<file path="config.mk">
export PLATFORM = sky130hd
export DESIGN_NAME = wmme_front
export DESIGN_NICKNAME = d
export VERILOG_FILES = /design/src/rtl/wmme_pkg.sv /design/src/rtl/wmme_front.sv
export SDC_FILE = /design/constraint.sdc
export NUM_CORES = 1
export LEC_CHECK = 0
export BUFFER_PORTS_ARGS = -buffer_cell sky130_fd_sc_hd__buf_2
export CAP_MARGIN = 20
export CORE_UTILIZATION = 51
export DETAILED_ROUTE_END_ITERATION = 8
export PLACE_DENSITY = 0.87
export REMOVE_ABC_BUFFERS = 1
export SLEW_MARGIN = 30
export SYNTH_ARGS = -nofsm -noshare
export SYNTH_HDL_FRONTEND = slang
export SYNTH_SLANG_ARGS = --single-unit
</file>
<file path="constraint.sdc">
create_clock -name clk_i -period 3.1 [get_ports clk_i]
set_input_delay 0.31 -clock clk_i [delete_from_list [all_inputs] [get_ports clk_i]]
set_output_delay 0.31 -clock clk_i [all_outputs]
set_load 0.01 [all_outputs]
</file>
<file path="src/rtl/wmme_pkg.sv">
// ----------------------------------------------------------------------------
// wmme_pkg
// Shared types and constants of the weight matrix multiply-accumulate engine.
// ----------------------------------------------------------------------------
package wmme_pkg;

  localparam int unsigned CmdBits   = 3;
  localparam int unsigned IdxBits   = 4;
  localparam int unsigned DataBits  = 16;
  localparam int unsigned SizeBits  = 5;
  localparam int unsigned RateBits  = 16;
  localparam int unsigned MaxResult = 16;

  typedef enum logic [CmdBits-1:0] {
    CMD_WR_WEIGHT = 3'd0,
    CMD_WR_ROW    = 3'd1,
    CMD_WR_COL    = 3'd2,
    CMD_MV        = 3'd3,
    CMD_VM        = 3'd4,
    CMD_DELTA     = 3'd5,
    CMD_RD_WEIGHT = 3'd6,
    CMD_NONE      = 3'd7
  } cmd_e;

  typedef enum logic [1:0] {
    CFG_ROWS = 2'd0,
    CFG_COLS = 2'd1,
    CFG_RATE = 2'd2
  } cfg_idx_e;

  typedef enum logic [2:0] {
    ST_IDLE,
    ST_SIMPLE,
    ST_VEC_LOAD,
    ST_MAC,
    ST_FINISH,
    ST_DELTA
  } state_e;

  // One classified command, as it travels through the queue.
  typedef struct packed {
    cmd_e                cmd;
    logic [IdxBits-1:0]  row;
    logic [IdxBits-1:0]  col;
    logic [DataBits-1:0] data;
  } item_t;

  typedef struct packed {
    logic                push_ok;
    logic                empty;
  } qstat_t;

endpackage

</file>
<file path="src/rtl/wmme_front.sv">
// ----------------------------------------------------------------------------
// wmme_front
// Accepts commands, drops unknown ones and queues the rest for the back end.
// ----------------------------------------------------------------------------
module wmme_front (
  input  logic                 clk_i,
  input  logic                 rst_ni,
  input  logic                 start_i,
  input  wmme_pkg::item_t      item_i,
  input  logic                 pop_i,
  output wmme_pkg::item_t      item_o,
  output wmme_pkg::qstat_t     stat_o
);

  localparam int unsigned Depth = 2;

  wmme_pkg::item_t mem_q [Depth];
  logic            wr_ptr_q, rd_ptr_q;
  logic [1:0]      cnt_q;
  logic            push;

  assign stat_o.push_ok = (cnt_q != 2'd2);
  assign stat_o.empty   = (cnt_q == 2'd0);
  assign push   = start_i && stat_o.push_ok && (item_i.cmd != wmme_pkg::CMD_NONE);
  assign item_o = mem_q[rd_ptr_q];

  always_ff @(posedge clk_i) begin
    if (push) begin
      mem_q[wr_ptr_q] <= item_i;
    end
  end

  always_ff @(posedge clk_i or negedge rst_ni) begin
    if (!rst_ni) begin
      wr_ptr_q <= 1'b0;
      rd_ptr_q <= 1'b0;
      cnt_q    <= 2'd0;
    end else begin
      if (push) wr_ptr_q <= ~wr_ptr_q;
      if (pop_i) rd_ptr_q <= ~rd_ptr_q;
      cnt_q <= cnt_q + {1'b0, push} - {1'b0, pop_i};
    end
  end

endmodule

</file>
Word level (Yosys, flattened, before mapping)
Memories as Yosys holds them, arrays and structs flattened.
Index checks and enable logic that the tools add are counted.

operators by class
  $add $sub $neg = 2
  multiply operators = 0
  div/mod/pow operators = 0
  $lt $le $gt $ge = 0
  equality and inequality tests = 2
  shift-type cells = 0
  multiplexer cells = 2
  bitwise gates (word level) = 2
  reductions and logical operators = 3

operators by type and width
  operator              number
  $ne A3 B3 Y1 const B  1
  $add A2 B1 Y2         1
  $logic_and A1 B1 Y1   2
  $logic_not A2 Y1      1
  $mux W1               2
  $ne A2 B2 Y1 const B  1
  $not A1 Y1            2
  $sub A2 B1 Y2         1

storage, ports and cells
  register bits after elaboration = 4
  latch bits = 0
  memory bits (writable) = 54
  memory bits (read-only) = 0
  input bits = 31
  output and inout port bits = 29
  memories kept = 1

memory list
  name   depth  bits a word  rd ports  clocked after Yosys merged registers in  wr ports  RTL line          RTL
  mem_q  2      27           1         0                                        1         wmme_front.sv:17  wmme_pkg::item_t mem_q [Depth];

Logic depth before layout (Yosys ltp)
  depth in word-level cells = 5
  depth in mapped cells = 7

Worst setup path after synthesis
Ideal clock, no wire load.

  path kind = register to register
  start point = register cnt_q[1]
  end point = memory mem_q[0][0] (netlist bit), enable pin
  setup time = 0.411 ns
  arrival time = 1.869 ns
  required time = 2.689 ns
  setup slack = 0.821 ns
  cell stages (with the launch flop) = 4
  path buffers = 0
  clock period less this slack = 2.279 ns
  path through = dfrtp_1 -> nand2b_1 -> nand3_1 -> nor2_1

RTL lines
  element                 RTL line          RTL
  start, declared         wmme_front.sv:19  logic [1:0] cnt_q;
  start signal, assigned  wmme_front.sv:41  cnt_q <= cnt_q + {1'b0, push} - {1'b0, pop_i};
  end, declared           wmme_front.sv:17

==> metrics.txt <==
# TYPE chip_impl_metric gauge
chip_impl_info{name="outcome",value="finished clean"} 1
chip_impl_info{name="yosys-top-cells-count",value="54 x sky130_fd_sc_hd__edfxtp_1, 19 x sky130_fd_sc_hd__mux2_4, 8 x sky130_fd_sc_hd__mux2_2, 4 x sky130_fd_sc_hd__dfrtp_1"} 1
chip_impl_metric{name="ctsHtreeMaxLevel",unit=""} 3
chip_impl_metric{name="total_switching_power",unit="W"} 0.000711
chip_impl_metric{name="synth.lib_cells_used.distinct",unit=""} 13
chip_impl_metric{name="tns",unit="ns"} 0
chip_impl_metric{name="timing.critical_path.fanout_max",unit=""} 17
chip_impl_metric{name="numPortBuffers",unit=""} 59
chip_impl_metric{name="place_worst_setup_slack",unit="ns"} 1.20
chip_impl_info{name="timing.hold.worst.class",value="in -> reg"} 1
chip_impl_metric{name="cts_setup_buffers",unit=""} 0
chip_impl_metric{name="floorplan.die.width",unit="um"} 68.3
chip_impl_metric{name="later_pin_clock_latency_in_the_skew_report",unit="ns"} 0.32
chip_impl_metric{name="pwr-share-clk",unit="%"} 22.1
chip_impl_metric{name="final_max_slew_viols",unit=""} 0
chip_impl_metric{name="fp.dieArea",unit="um^2"} 4670
chip_impl_metric{name="post_synth_and_or_nand_nor_area_fraction",unit="%"} 1.23
chip_impl_metric{name="post_synth_edffs",unit=""} 54
chip_impl_metric{name="dr_total_vias",unit=""} 1159
chip_impl_metric{name="final_critical_path_setup_slack",unit="ns"} 0.892
chip_impl_metric{name="ys_ff_latch",unit=""} 58
chip_impl_metric{name="drt_pre_antenna_iters",unit=""} 4
chip_impl_metric{name="final.min_clock_period",unit="ns"} 2.21
chip_impl_metric{name="slew-limit-headroom",unit="%"} 65.6
chip_impl_metric{name="grt_max_degree",unit=""} 20
chip_impl_metric{name="grt_util_all_layers",unit="%"} 19.1
chip_impl_metric{name="power_per_cell_area",unit="nW/um^2"} 899
chip_impl_metric{name="max_freq",unit="MHz"} 453
chip_impl_info{name="synth_most_common_cell",value="sky130_fd_sc_hd__edfxtp_1"} 1
chip_impl_metric{name="clock_sink_count",unit=""} 58
chip_impl_metric{name="final_nets",unit=""} 206
chip_impl_metric{name="comb_power_share",unit="%"} 31.5
chip_impl_metric{name="synth_async_sr_flop_share",unit="%"} 6.90
chip_impl_metric{name="cap_viol_max_count",unit=""} 0
chip_impl_metric{name="grt.overflow.total",unit=""} 0
chip_impl_metric{name="rows",unit=""} 23
chip_impl_metric{name="setup.reg_to_reg.worst_slack",unit="ns"} 1.28
chip_impl_metric{name="worst_ep_required_time",unit="ns"} 2.79
chip_impl_metric{name="timing.final.setup_violations",unit=""} 0
chip_impl_metric{name="worst_pin_slew",unit="ns"} 0.515
chip_impl_info{name="largest_family_of_logic_cells_by_synthesized_area",value="multiplexers"} 1
chip_impl_metric{name="netSwitchingFraction",unit="%"} 28.9
chip_impl_metric{name="first_global_vias",unit=""} 1239
chip_impl_metric{name="vdd.ir_drop.worst",unit="uV"} 428
chip_impl_metric{name="post_cts_resized",unit=""} 0
chip_impl_metric{name="detail_route.wirelength",unit="um"} 3770
chip_impl_metric{name="cts_max_path_buffers",unit=""} 2
chip_impl_metric{name="period_share",unit="%"} 71.2
chip_impl_metric{name="clkTransAtPathRegs",unit="ns"} 0.06
chip_impl_metric{name="io_pins",unit=""} 60
chip_impl_metric{name="synth-compound-area-share",unit="%"} 0
chip_impl_metric{name="grt_first_pass_wirelength",unit="um"} 5910
chip_impl_metric{name="initial_utilization",unit="%"} 54.5
chip_impl_info{name="tritoncts_clock_tree",value="built"} 1
chip_impl_info{name="worst-setup-path-type",value="reg -> out"} 1
chip_impl_metric{name="synthesis_warning_total",unit=""} 0
chip_impl_metric{name="wl_per_cell",unit="um"} 16.5
chip_impl_metric{name="layout-drive-gt1-share",unit="%"} 56.7
chip_impl_metric{name="diodes_inserted",unit=""} 0
chip_impl_metric{name="synthCells",unit=""} 102
chip_impl_metric{name="chipHeight",unit="um"} 68.3
chip_impl_metric{name="gp_congestion",unit=""} 0.645
chip_impl_metric{name="skew",unit="ns"} 0.00684
chip_impl_metric{name="synth_seq_area_share",unit="%"} 76.7
chip_impl_metric{name="synth.top_cell.area_share",unit="%"} 72.3
chip_impl_metric{name="grt_antenna_before_repair",unit=""} 0
chip_impl_metric{name="yosys.area_share.xor_xnor",unit="%"} 1.56
chip_impl_metric{name="power_frac_seq",unit="%"} 46.4
chip_impl_metric{name="timing.final.hold_violations",unit=""} 0
chip_impl_metric{name="hold_buffers",unit=""} 1
chip_impl_metric{name="ant_nets",unit=""} 0
chip_impl_metric{name="areaGrowthSynthToFinish",unit="%"} 22.1
chip_impl_info{name="netlist.top_cell.by_area",value="sky130_fd_sc_hd__edfxtp_1"} 1
chip_impl_metric{name="power_leakage",unit="nW"} 1.11
chip_impl_info{name="critPathCaptureType",value="output port"} 1
chip_impl_info{name="synth_ff_type",value="sky130_fd_sc_hd__edfxtp_1"} 1
chip_impl_metric{name="drt_drc",unit=""} 0
chip_impl_info{name="grt_setup_unrepaired",value="false"} 1
chip_impl_info{name="synth.area.top_cells",value="sky130_fd_sc_hd__edfxtp_1 72%, sky130_fd_sc_hd__mux2_4 13%, sky130_fd_sc_hd__dfrtp_1 4.5%, sky130_fd_sc_hd__mux2_2 4.0%, sky130_fd_sc_hd__buf_12 1.8%"} 1
chip_impl_info{name="crit_path_start_kind",value="flop"} 1
chip_impl_info{name="clock_tree.root_cell",value="sky130_fd_sc_hd__clkbuf_8"} 1
chip_impl_metric{name="muxShareOfSynthArea",unit="%"} 16.7
chip_impl_metric{name="yosys.area_share.adder",unit="%"} 1.12
chip_impl_metric{name="numCtsBuffers",unit=""} 9
chip_impl_metric{name="internal_power",unit="W"} 0.00175
chip_impl_metric{name="critical_path_arrival",unit="ns"} 1.90
chip_impl_metric{name="detailedRoute.firstIterationViolations",unit=""} 62
chip_impl_metric{name="syn_area",unit="um^2"} 2240
chip_impl_metric{name="synth_area_per_cell",unit="um^2"} 22.0
chip_impl_metric{name="vias_per_cell",unit=""} 5.08
chip_impl_metric{name="post-dp-hpwl",unit="um"} 2720
chip_impl_metric{name="coreArea",unit="um^2"} 4120
[per-stage QoR]
step | instance area (um^2) | hold WS, ns | utilization [%] | total power, W | instances
after floorplan | 2190 | 0.0144 | - | 0.00166 | 99
after global placement | 2580 | 0.127 | 62.6 | 0.00191 | 211
after detailed placement | 2580 | 0.131 | 62.6 | 0.00195 | 211
after CTS | 2740 | 0.159 | 66.6 | 0.00249 | 228
after global routing | 2740 | 0.157 | 66.6 | 0.00261 | 228
final | 2740 | 0.176 | 66.6 | 0.00246 | 228
[sequential cells by signal, summed over array words and instances, names as in the netlist]
signal and cells:
rd_ptr_q 1, mem_q 54, cnt_q 2, wr_ptr_q 1
[final timing paths]
kind                                      start                     to  depth (start not counted)
max reg2reg                  cnt_q[1]$_DFF_PN0_  mem_q[1][0]$_DFFE_PP_                          4
min reg2reg                wr_ptr_q$_DFFE_PN0P_   wr_ptr_q$_DFFE_PN0P_                          1
max                        rd_ptr_q$_DFFE_PN0P_             item_o[26]                          3
max in group asynchronous                rst_ni     cnt_q[1]$_DFF_PN0_                          2
min                                   item_i[5]  mem_q[0][5]$_DFFE_PP_                          1
min in group asynchronous                rst_ni   wr_ptr_q$_DFFE_PN0P_                          2
[cell type report]
class | count | area (um^2)
clock inverter | 1 | 5.00
sequential | 58 | 1720
inverter | 2 | 7.51
clock buffer | 15 | 146
timing repair buffer | 63 | 328
fill | 295 | 1380
tap | 50 | 62.6
multi-input combinational | 39 | 468
[critical path: stages, from the launching register on]
cell and delay [ns]:
sky130_fd_sc_hd__dfrtp_1 0.66, sky130_fd_sc_hd__buf_4 0.40, sky130_fd_sc_hd__mux2_2 0.37, sky130_fd_sc_hd__buf_2 0.14
[power groups by stage]
| stage | Clock [W] | Combinational [W] | Sequential (W) |
|---|---|---|---|
| after floorplan | 0 | 0.000485 | 0.00118 |
| after global routing | 0.000595 | 0.000851 | 0.00116 |
| after global placement | 0 | 0.000767 | 0.00114 |
| after CTS | 0.000557 | 0.000790 | 0.00115 |
| final | 0.000544 | 0.000776 | 0.00114 |
| after detailed placement | 0 | 0.000785 | 0.00116 |
[cells by family after synthesis]
| group | Yosys count |
|---|---|
| simple gates | 6 |
| fa+ha+maj | 2 |
| xor+xnor | 4 |
| mux | 27 |
| flops | 58 |
| buf+inv | 5 |
[layout by cell type (no fill, tap or decap), drive strengths merged]
master and n:
dlygate4sd3 1, nand3 2, mux2 27, xor2 1
inv 2, ha 2, nor2 3, xnor2 3
buf 62, nand2b 1, clkbuf 15, edfxtp 54
clkinv 1, dfrtp 4
[layer usage]
metal  up-vias  wire length [um]  global-route usage [%]
li1        536                 -                       -
met3         4               349                    8.67
met2        58              1800                    30.4
met5         -                 0                       0
met1       561              1590                    22.6
met4         0                26                    7.03
Note: power is estimated with default switching activity, not from simulation.
